==> src/hdl/sle_pkg.sv <==
// Shared types, sizes and codes for the sequential list engine.
`default_nettype none

package sle_pkg;

  localparam int DEPTH   = 128;
  localparam int ADDR_W  = $clog2(DEPTH);
  localparam int LEN_W   = $clog2(DEPTH + 1);
  localparam int DATA_W  = 32;
  localparam int OP_W    = 3;
  localparam int POS_W   = 8;
  localparam int ST_W    = 3;
  localparam int COUNT_W = 8;

  localparam logic [OP_W-1:0] OP_CLEAR  = 3'd0;
  localparam logic [OP_W-1:0] OP_APPEND = 3'd1;
  localparam logic [OP_W-1:0] OP_INSERT = 3'd2;
  localparam logic [OP_W-1:0] OP_DELETE = 3'd3;
  localparam logic [OP_W-1:0] OP_FIND   = 3'd4;

  localparam logic [ST_W-1:0] ST_OK       = 3'd0;
  localparam logic [ST_W-1:0] ST_FULL     = 3'd1;
  localparam logic [ST_W-1:0] ST_BADPOS   = 3'd2;
  localparam logic [ST_W-1:0] ST_EMPTY    = 3'd3;
  localparam logic [ST_W-1:0] ST_NOTFOUND = 3'd4;

  // Read pointer commands
  localparam logic [2:0] PTR_HOLD      = 3'd0;
  localparam logic [2:0] PTR_LOAD_TAIL = 3'd1;
  localparam logic [2:0] PTR_LOAD_POS  = 3'd2;
  localparam logic [2:0] PTR_LOAD_ZERO = 3'd3;
  localparam logic [2:0] PTR_INC       = 3'd4;
  localparam logic [2:0] PTR_DEC       = 3'd5;

  // Store write commands
  localparam logic [2:0] WR_NONE   = 3'd0;
  localparam logic [2:0] WR_APPEND = 3'd1;
  localparam logic [2:0] WR_UP     = 3'd2;
  localparam logic [2:0] WR_DOWN   = 3'd3;
  localparam logic [2:0] WR_VALUE  = 3'd4;

  // Length commands
  localparam logic [1:0] LEN_HOLD  = 2'd0;
  localparam logic [1:0] LEN_CLEAR = 2'd1;
  localparam logic [1:0] LEN_INC   = 2'd2;
  localparam logic [1:0] LEN_DEC   = 2'd3;

  typedef struct packed {
    logic [OP_W-1:0]          opcode;
    logic [POS_W-1:0]         position;
    logic signed [DATA_W-1:0] value;
  } req_t;

  typedef struct packed {
    logic [ST_W-1:0]          status;
    logic [COUNT_W-1:0]       found_position;
    logic signed [DATA_W-1:0] removed_value;
    logic [COUNT_W-1:0]       list_count;
  } rsp_t;

  typedef struct packed {
    logic       load;
    logic       set_chk;
    logic       set_notfound;
    logic       set_found;
    logic       take_removed;
    logic       rd;
    logic       publish;
    logic [2:0] ptr_op;
    logic [2:0] wr_op;
    logic [1:0] len_op;
  } cmd_t;

  typedef struct packed {
    logic [OP_W-1:0] opcode;
    logic            chk_fail;
    logic            ptr_at_pos;
    logic            ptr_at_tail;
    logic            prev_at_pos;
    logic            rd_vld;
    logic            match;
  } sts_t;

endpackage

`default_nettype wire

==> src/hdl/sle_ram.sv <==
// Generic single-write, single-read RAM with registered read data.
`default_nettype none

module sle_ram #(
  parameter int WIDTH = 32,
  parameter int DEPTH = 128
) (
  input  wire logic                     clk,
  input  wire logic                     we,
  input  wire logic [$clog2(DEPTH)-1:0] waddr,
  input  wire logic [WIDTH-1:0]         wdata,
  input  wire logic                     re,
  input  wire logic [$clog2(DEPTH)-1:0] raddr,
  output logic      [WIDTH-1:0]         rdata
);

  logic [WIDTH-1:0] mem [DEPTH];

  always_ff @(posedge clk) begin
    if (we) begin
      mem[waddr] <= wdata;
    end
    if (re) begin
      rdata <= mem[raddr];
    end
  end

endmodule

`default_nettype wire

==> src/hdl/sle_dp.sv <==
// Datapath: request register, list length, read pointer, store and result register.
`default_nettype none

module sle_dp (
  input  wire logic          clk,
  input  wire logic          rst,
  input  wire sle_pkg::req_t req,
  input  wire sle_pkg::cmd_t cmd,
  output sle_pkg::sts_t      sts,
  output sle_pkg::rsp_t      rsp
);

  sle_pkg::req_t                   req_q;
  logic [sle_pkg::LEN_W-1:0]       len;
  logic [sle_pkg::ADDR_W-1:0]      ptr;
  logic [sle_pkg::ADDR_W-1:0]      prev_ptr;
  logic                            rd_vld;
  logic [sle_pkg::ST_W-1:0]        res_status;
  logic [sle_pkg::COUNT_W-1:0]     res_found;
  logic signed [sle_pkg::DATA_W-1:0] res_removed;
  sle_pkg::rsp_t                   rsp_q;

  logic [sle_pkg::DATA_W-1:0]      rdata;
  logic                            we;
  logic [sle_pkg::ADDR_W-1:0]      waddr;
  logic [sle_pkg::DATA_W-1:0]      wdata;
  logic [sle_pkg::ADDR_W-1:0]      pos_m1;
  logic [sle_pkg::ADDR_W-1:0]      len_m1;
  logic                            full;
  logic                            empty;
  logic                            pos_ok;
  logic [sle_pkg::ST_W-1:0]        chk_status;

  assign pos_m1 = sle_pkg::ADDR_W'(req_q.position - sle_pkg::POS_W'(1));
  assign len_m1 = sle_pkg::ADDR_W'(len - sle_pkg::LEN_W'(1));
  assign full   = (32'(len) >= 32'(sle_pkg::DEPTH));
  assign empty  = (len == '0);
  assign pos_ok = (req_q.position != '0) && (32'(req_q.position) <= 32'(len));

  // Checks on the latched request against the current length
  always_comb begin
    chk_status = sle_pkg::ST_OK;
    unique case (req_q.opcode)
      sle_pkg::OP_APPEND: begin
        if (full) chk_status = sle_pkg::ST_FULL;
      end
      sle_pkg::OP_INSERT: begin
        if (full) chk_status = sle_pkg::ST_FULL;
        else if (!pos_ok) chk_status = sle_pkg::ST_BADPOS;
      end
      sle_pkg::OP_DELETE: begin
        if (empty) chk_status = sle_pkg::ST_EMPTY;
        else if (!pos_ok) chk_status = sle_pkg::ST_BADPOS;
      end
      sle_pkg::OP_FIND: begin
        if (empty) chk_status = sle_pkg::ST_EMPTY;
      end
      default: chk_status = sle_pkg::ST_OK;
    endcase
  end

  always_comb begin
    we    = 1'b0;
    waddr = '0;
    wdata = rdata;
    unique case (cmd.wr_op)
      sle_pkg::WR_APPEND: begin
        we    = 1'b1;
        waddr = sle_pkg::ADDR_W'(len);
        wdata = req_q.value;
      end
      sle_pkg::WR_UP: begin
        we    = 1'b1;
        waddr = prev_ptr + sle_pkg::ADDR_W'(1);
      end
      sle_pkg::WR_DOWN: begin
        we    = 1'b1;
        waddr = prev_ptr - sle_pkg::ADDR_W'(1);
      end
      sle_pkg::WR_VALUE: begin
        we    = 1'b1;
        waddr = pos_m1;
        wdata = req_q.value;
      end
      default: we = 1'b0;
    endcase
  end

  sle_ram #(
    .WIDTH(sle_pkg::DATA_W),
    .DEPTH(sle_pkg::DEPTH)
  ) u_store (
    .clk  (clk),
    .we   (we),
    .waddr(waddr),
    .wdata(wdata),
    .re   (cmd.rd),
    .raddr(ptr),
    .rdata(rdata)
  );

  always_ff @(posedge clk) begin
    if (rst) begin
      len    <= '0;
      rd_vld <= 1'b0;
    end else begin
      rd_vld <= cmd.rd;
      unique case (cmd.len_op)
        sle_pkg::LEN_CLEAR: len <= '0;
        sle_pkg::LEN_INC:   len <= len + sle_pkg::LEN_W'(1);
        sle_pkg::LEN_DEC:   len <= len - sle_pkg::LEN_W'(1);
        default:            len <= len;
      endcase
    end
  end

  always_ff @(posedge clk) begin
    if (cmd.load) begin
      req_q       <= req;
      res_status  <= sle_pkg::ST_OK;
      res_found   <= '0;
      res_removed <= '0;
    end else begin
      if (cmd.set_chk) res_status <= chk_status;
      if (cmd.set_notfound) res_status <= sle_pkg::ST_NOTFOUND;
      if (cmd.set_found) begin
        res_found <= sle_pkg::COUNT_W'(32'(prev_ptr) + 32'd1);
      end
      if (cmd.take_removed) res_removed <= $signed(rdata);
    end
    if (cmd.rd) prev_ptr <= ptr;
    unique case (cmd.ptr_op)
      sle_pkg::PTR_LOAD_TAIL: ptr <= len_m1;
      sle_pkg::PTR_LOAD_POS:  ptr <= pos_m1;
      sle_pkg::PTR_LOAD_ZERO: ptr <= '0;
      sle_pkg::PTR_INC:       ptr <= ptr + sle_pkg::ADDR_W'(1);
      sle_pkg::PTR_DEC:       ptr <= ptr - sle_pkg::ADDR_W'(1);
      default:                ptr <= ptr;
    endcase
    if (cmd.publish) begin
      rsp_q <= '{status:         res_status,
                 found_position: res_found,
                 removed_value:  res_removed,
                 list_count:     sle_pkg::COUNT_W'(len)};
    end
  end

  assign sts.opcode      = req_q.opcode;
  assign sts.chk_fail    = (chk_status != sle_pkg::ST_OK);
  assign sts.ptr_at_pos  = (ptr == pos_m1);
  assign sts.ptr_at_tail = (ptr == len_m1);
  assign sts.prev_at_pos = (prev_ptr == pos_m1);
  assign sts.rd_vld      = rd_vld;
  assign sts.match       = rd_vld && (rdata == req_q.value);
  assign rsp             = rsp_q;

  a_len_bound: assert property (@(posedge clk) disable iff (rst)
    32'(len) <= 32'(sle_pkg::DEPTH))
    else $error("list length above store depth");

  a_no_rw_clash: assert property (@(posedge clk) disable iff (rst)
    (we && cmd.rd) |-> (waddr != ptr))
    else $error("store read and write at the same address");

  a_found_only_find: assert property (@(posedge clk) disable iff (rst)
    cmd.set_found |-> (req_q.opcode == sle_pkg::OP_FIND))
    else $error("found position set outside a find");

endmodule

`default_nettype wire

==> src/hdl/sle_ctrl.sv <==
// Controller state machine: sequences store reads and writes for each request.
`default_nettype none

module sle_ctrl (
  input  wire logic          clk,
  input  wire logic          rst,
  input  wire logic          req_valid,
  output logic               req_ready,
  output logic               rsp_valid,
  input  wire logic          rsp_ready,
  input  wire sle_pkg::sts_t sts,
  output sle_pkg::cmd_t      cmd
);

  localparam logic [3:0] S_IDLE      = 4'd0;
  localparam logic [3:0] S_DECODE    = 4'd1;
  localparam logic [3:0] S_INS_RD    = 4'd2;
  localparam logic [3:0] S_INS_WB    = 4'd3;
  localparam logic [3:0] S_INS_PUT   = 4'd4;
  localparam logic [3:0] S_DEL_RD    = 4'd5;
  localparam logic [3:0] S_DEL_WB    = 4'd6;
  localparam logic [3:0] S_FIND_RD   = 4'd7;
  localparam logic [3:0] S_FIND_LAST = 4'd8;
  localparam logic [3:0] S_FINISH    = 4'd9;

  logic [3:0] state;
  logic [3:0] state_next;

  assign req_ready = (state == S_IDLE);

  always_comb begin
    cmd        = '0;
    state_next = state;
    unique case (state)
      S_IDLE: begin
        if (req_valid) begin
          cmd.load   = 1'b1;
          state_next = S_DECODE;
        end
      end
      S_DECODE: begin
        state_next = S_FINISH;
        if (sts.chk_fail) begin
          cmd.set_chk = 1'b1;
        end else begin
          unique case (sts.opcode)
            sle_pkg::OP_CLEAR: cmd.len_op = sle_pkg::LEN_CLEAR;
            sle_pkg::OP_APPEND: begin
              cmd.wr_op  = sle_pkg::WR_APPEND;
              cmd.len_op = sle_pkg::LEN_INC;
            end
            sle_pkg::OP_INSERT: begin
              cmd.ptr_op = sle_pkg::PTR_LOAD_TAIL;
              state_next = S_INS_RD;
            end
            sle_pkg::OP_DELETE: begin
              cmd.ptr_op = sle_pkg::PTR_LOAD_POS;
              state_next = S_DEL_RD;
            end
            sle_pkg::OP_FIND: begin
              cmd.ptr_op = sle_pkg::PTR_LOAD_ZERO;
              state_next = S_FIND_RD;
            end
            default: state_next = S_FINISH;
          endcase
        end
      end
      S_INS_RD: begin
        // walk down from the tail, each entry moves up one place
        cmd.rd = 1'b1;
        if (sts.rd_vld) cmd.wr_op = sle_pkg::WR_UP;
        if (sts.ptr_at_pos) state_next = S_INS_WB;
        else cmd.ptr_op = sle_pkg::PTR_DEC;
      end
      S_INS_WB: begin
        cmd.wr_op  = sle_pkg::WR_UP;
        state_next = S_INS_PUT;
      end
      S_INS_PUT: begin
        cmd.wr_op  = sle_pkg::WR_VALUE;
        cmd.len_op = sle_pkg::LEN_INC;
        state_next = S_FINISH;
      end
      S_DEL_RD: begin
        // first entry back is the removed one, later ones move down
        cmd.rd = 1'b1;
        if (sts.rd_vld) begin
          if (sts.prev_at_pos) cmd.take_removed = 1'b1;
          else cmd.wr_op = sle_pkg::WR_DOWN;
        end
        if (sts.ptr_at_tail) state_next = S_DEL_WB;
        else cmd.ptr_op = sle_pkg::PTR_INC;
      end
      S_DEL_WB: begin
        if (sts.prev_at_pos) cmd.take_removed = 1'b1;
        else cmd.wr_op = sle_pkg::WR_DOWN;
        cmd.len_op = sle_pkg::LEN_DEC;
        state_next = S_FINISH;
      end
      S_FIND_RD: begin
        if (sts.match) begin
          cmd.set_found = 1'b1;
          state_next    = S_FINISH;
        end else begin
          cmd.rd = 1'b1;
          if (sts.ptr_at_tail) state_next = S_FIND_LAST;
          else cmd.ptr_op = sle_pkg::PTR_INC;
        end
      end
      S_FIND_LAST: begin
        if (sts.match) cmd.set_found = 1'b1;
        else cmd.set_notfound = 1'b1;
        state_next = S_FINISH;
      end
      S_FINISH: begin
        // hold until the output register is free
        if (!rsp_valid || rsp_ready) begin
          cmd.publish = 1'b1;
          state_next  = S_IDLE;
        end
      end
      default: state_next = S_IDLE;
    endcase
  end

  always_ff @(posedge clk) begin
    if (rst) begin
      state     <= S_IDLE;
      rsp_valid <= 1'b0;
    end else begin
      state <= state_next;
      if (cmd.publish) rsp_valid <= 1'b1;
      else if (rsp_ready) rsp_valid <= 1'b0;
    end
  end

  a_ins_wb_data: assert property (@(posedge clk) disable iff (rst)
    (state == S_INS_WB) |-> sts.rd_vld)
    else $error("insert write-back without read data");

  a_del_wb_data: assert property (@(posedge clk) disable iff (rst)
    (state == S_DEL_WB) |-> sts.rd_vld)
    else $error("delete write-back without read data");

  a_find_last_data: assert property (@(posedge clk) disable iff (rst)
    (state == S_FIND_LAST) |-> sts.rd_vld)
    else $error("last find compare without read data");

endmodule

`default_nettype wire

==> src/hdl/sequential_list_engine.sv <==
// Top level: ordered list of signed values with append, insert, delete and find.
// Clear, append, unused opcodes and failed checks finish in the decode state, then the result is published.
// Insert and delete move each entry from the position to the tail; find reads from the head until
// a match or the tail, one store access per cycle on the single read port.
// One transaction at a time; the next is accepted while a result waits in the output register.
// Reset clears length and output valid; store contents stay undefined, no clearing pass.
`default_nettype none

module sequential_list_engine (
  input  wire logic          clk,
  input  wire logic          rst,
  input  wire logic          req_valid,
  output logic               req_ready,
  input  wire sle_pkg::req_t req,
  output logic               rsp_valid,
  input  wire logic          rsp_ready,
  output sle_pkg::rsp_t      rsp
);

  sle_pkg::cmd_t cmd;
  sle_pkg::sts_t sts;

  sle_ctrl u_ctrl (
    .clk      (clk),
    .rst      (rst),
    .req_valid(req_valid),
    .req_ready(req_ready),
    .rsp_valid(rsp_valid),
    .rsp_ready(rsp_ready),
    .sts      (sts),
    .cmd      (cmd)
  );

  sle_dp u_dp (
    .clk(clk),
    .rst(rst),
    .req(req),
    .cmd(cmd),
    .sts(sts),
    .rsp(rsp)
  );

endmodule

`default_nettype wire
==> config.mk <==
export PLATFORM = sky130hd
export DESIGN_NAME = sequential_list_engine
export DESIGN_NICKNAME = d
export VERILOG_FILES = /design/src/hdl/sle_pkg.sv /design/src/hdl/sle_ram.sv /design/src/hdl/sle_dp.sv /design/src/hdl/sle_ctrl.sv /design/src/hdl/sequential_list_engine.sv
export SDC_FILE = /design/constraint.sdc
export NUM_CORES = 2
export LEC_CHECK = 0
export BUFFER_PORTS_ARGS = -buffer_cell sky130_fd_sc_hd__buf_2
export CORE_MARGIN = 10
export CORE_UTILIZATION = 40
export CTS_CLUSTER_DIAMETER = 100
export DETAILED_ROUTE_END_ITERATION = 8
export HOLD_SLACK_MARGIN = 0.06
export PLACE_DENSITY_LB_ADDON = 0.05
export SLEW_MARGIN = 20
export SYNTH_ARGS = -nofsm -noshare
export SYNTH_HDL_FRONTEND = slang
export SYNTH_SLANG_ARGS = --single-unit
==> constraint.sdc <==
create_clock -name clk -period 7.6 [get_ports clk]
set_input_delay 0.38 -clock clk [delete_from_list [all_inputs] [get_ports clk]]
set_output_delay 0.38 -clock clk [all_outputs]
set_load 0.02 [all_outputs]
==> results.cfg <==
[logic_synthesis]
mappedNetlistArea_um2 = 165000
netlist.top_cell.by_area = sky130_fd_sc_hd__edfxtp_1
post_synth.cell_area_avg_um2 = 24.3
postSynthCellCount = 6798
synth.yosys.warnings = 0
yosys.cell_types.count = 66
ys_ff_latch = 4293
synth_area_leaders = sky130_fd_sc_hd__edfxtp_1 77%, sky130_fd_sc_hd__mux4_2 18%, sky130_fd_sc_hd__dfxtp_1 0.69%
seq_area_frac_synth = 0.778
postSynth.topFlopCell = sky130_fd_sc_hd__edfxtp_1
synthesis.nets = 6869
count_of_flip_flops_with_a_built_in_enable_after_synthesis = 4236
synthDominantCellAreaShare = 0.771
asr_flop_ratio_synth = 0

[drt]
drtIter0Drc = 10175
first_pass_iters = 6
via_density_per_instance = 5.83
postRouteWirelength_mm = 489
route.vias.total = 77210
routed_wire_length_per_instance_um = 36.9
detail-route-antenna-nets = 0
detail_route.drc_violations = 0

[finish]
nets = 7457
layout.cells.most_common = sky130_fd_sc_hd__edfxtp_1
post_route_cells_drive_above_1_share = 0.325
fin_util = 0.464
finalNonFillerCells = 13238
syn2layout_area_growth_pct = 15.4
most_used_cells_in_the_layout_excluding_fill_and_tap_cells = 4236 x sky130_fd_sc_hd__edfxtp_1, 1312 x sky130_fd_sc_hd__mux4_2, 465 x sky130_fd_sc_hd__clkbuf_16, 253 x sky130_fd_sc_hd__buf_4, 124 x sky130_fd_sc_hd__clkinv_1

[worst_setup_path]
cpPeakStageDelay_ns = 0.57
r2r_end = u_dp.u_store.mem[8][15]
critical_path_buf_inv_count = 5
worst_reg2reg_startpoint = u_dp.req_q[32]
worst_setup_path_start_kind = register
rr_worst_depth = 20
timing.critical_path.to_type = register
timing_worst_setup_path_type = register to register
cp_cell_sequence = inv_1 > ha_1 > nor3b_4 > nand3_1 > a221oi_1 > o211ai_2 > nand2_1 > inv_1 > ha_1 > nor2b_1 > o31a_1 > o211ai_1 > nand3_1 > a221oi_1 > o21a_1 > buf_4 > nand3_1 > buf_4 > nor2_4 > buf_4
cp.required_ns = 8.22
cp_num_cells = 20
worst_path_max_delay_cell = sky130_fd_sc_hd__a221oi_1
critPathTopFamily = compound AO/OA/AOI/OAI gates
timing.critical_path.arrival_ns = 6.88
path_max_fanout = 32
worst-r2r-setup-slack_ns = 1.34

[worst_hold_path]
worst_hold_path.num_cells = 2
worst_hold_path.endpoint = u_dp.req_q[16]
min_path_type = primary input to register
timing.hold.worst.start = req[16]

[sta]
hold_violations = 0
max_freq_mhz = 160
finalSetupViolations = 0
worst_slew_margin_rel = 0.133
measured_slew_at_the_worst_slew_check_pin_ns = 1.30
grt_setup_unrepaired = no
pins_over_slew_limit = 0
timing.final.crit_share = 0.824
post-route-min-period_ns = 6.26
setup_total_negative_slack_ns = 0
clock_skew_ns = 0.0441

[clock_tree]
clock_insertion_delay_worst_skew_ns = 1.01
clockBufferDepth = 4
htree_num_levels = 5
clk_pin_slew_worst_paths_ns = 0.06
tritoncts_num_sinks = 4293
numCtsBuffers = 458
cts_root_buf = sky130_fd_sc_hd__clkbuf_16
clock_tree_from_tritoncts = yes

[floorplanning]
die_height_um = 662
core-area_um2 = 410000
placement_rows = 235
die_width_um = 662
design.portCount = 100
initial_core_util = 0.402
design.die.area_um2 = 438000

[power_and_ir_drop]
design_power_total_w = 0.0672
power.density_cell_area_nw_per_um2 = 353
worst_ir_drop_vdd_mv = 0.244
cellLeakagePower_nw = 59.5

[grt]
first_pass_grt_wire_length_mm = 667
global_route.usage.total = 0.220
maximum_number_of_pins_on_one_net_before_global_route_repair = 129
antenna_found_initial = 54
global_route.overflow_total = 0
vias_in_the_first_global_route = 76490

[placed_design]
buffer_ports.inserted = 99
place_congestion = 0.823
dp.final_hpwl_mm = 301
placedCellCount = 12304

[job]
max_cap_violations = 0

[status]
status = finished, final reports clean
## layout make-up
type,instances,area [um^2]
diodes,26,65.1
clock buffers,570,12100
clock inverters,265,2240
fillers,33639,220000
inverters,26,97.6
multi-input cells,2121,36300
flip-flops and latches,4293,128000
well taps,5451,6820
repair buffers,486,4340
## power breakdown
| part | switching (W) | total (W) | internal, W |
|---|---|---|---|
| Sequential | 0.000279 | 0.0287 | 0.0284 |
| Clock | 0.00915 | 0.0216 | 0.0124 |
| Combinational | 0.0113 | 0.0170 | 0.00566 |
| Total | 0.0208 | 0.0672 | 0.0465 |
## repair_timing
action	in CTS	in global routing
hold buffers	73	0
setup endpoints to repair	0	0
buffers inserted	0	0
gates resized for setup	0	0
hold endpoints to repair	71	0
## synth_stat cells, drive strengths merged (6+ instances only)
library cell / number
o21a: 38
clkbuf: 254
inv: 25
a21oi: 33
buf: 104
nand3: 31
nor2b: 16
o211ai: 7
o21ai: 24
nor2: 208
mux2i: 100
nor4: 11
dfxtp: 57
a221oi: 8
ha: 22
xor2: 45
a211oi: 14
nor3: 14
nand4: 11
a21o: 7
a22oi: 35
nand2b: 6
xnor2: 32
nand2: 34
mux2: 33
mux4: 1312
edfxtp: 4236
## sequential cells by signal (all words and copies together) (netlist names)
signal	flops
u_dp.u_store.rdata	32
u_dp.ptr	7
u_dp.req_q	40
u_dp.sts	3
u_dp.rd_vld	1
u_dp.res_removed	32
u_ctrl.rsp_valid	1
u_dp.prev_ptr	7
u_dp.res_status	3
u_ctrl.state	4
u_dp.u_store.mem	4096
u_dp.res_found	8
u_dp.len	8
u_dp.rsp	51
## stage by stage
stage          hold slack, ns  instance area [um^2]  worst slack (ns)
6_report                0.170                190000              1.34
5_1_grt                 0.133                190000              1.01
4_1_cts                 0.111                190000              1.33
3_5_place_dp            0.417                175000              1.34
3_3_place_gp            0.417                175000              1.34
2_1_floorplan           0.402                165000              1.76
## layer usage
layer | vias up | wire length, um | GRT usage
met5 | - | 36 | 0
met2 | 2842 | 214000 | 0.320
met3 | 468 | 33000 | 0.0354
met1 | 43219 | 229000 | 0.348
met4 | 6 | 12700 | 0.0514
li1 | 30675 | - | -
## how the worst max path moves through the flow
| stage | from | to |
|---|---|---|
| 4_1_cts | u_dp.req_q[32] | u_dp.u_store.mem[8][13] |
| 3_3_place_gp | u_dp.req_q[32] | u_dp.u_store.mem[8][8] |
| 2_1_floorplan | u_dp.req_q[32] | u_dp.u_store.mem[56][0] |
| 3_5_place_dp | u_dp.req_q[32] | u_dp.u_store.mem[8][8] |
| 5_1_grt | u_dp.req_q[32] | u_dp.u_store.mem[8][15] |
| 6_report | u_dp.req_q[32] | u_dp.u_store.mem[8][15] |
## logic make-up (layout without fill, tap and decap cells)
kind of cell | count (synthesis) | after routing | share of synthesized area
multiplexers | 1445 | 1445 | 0.188
flip-flops | 4293 | 4293 | 0.778
AND/OR/NAND/NOR | 366 | 366 | 0.0102
buffers and inverters | 384 | 1347 | 0.00888
XOR/XNOR | 77 | 77 | 0.00409
AO/OA/AOI/OAI | 209 | 209 | 0.00905
other | 0 | 26 | 0
adder cells (fa/ha/maj) | 24 | 24 | 0.00191
(Power assumes the default switching activity.)
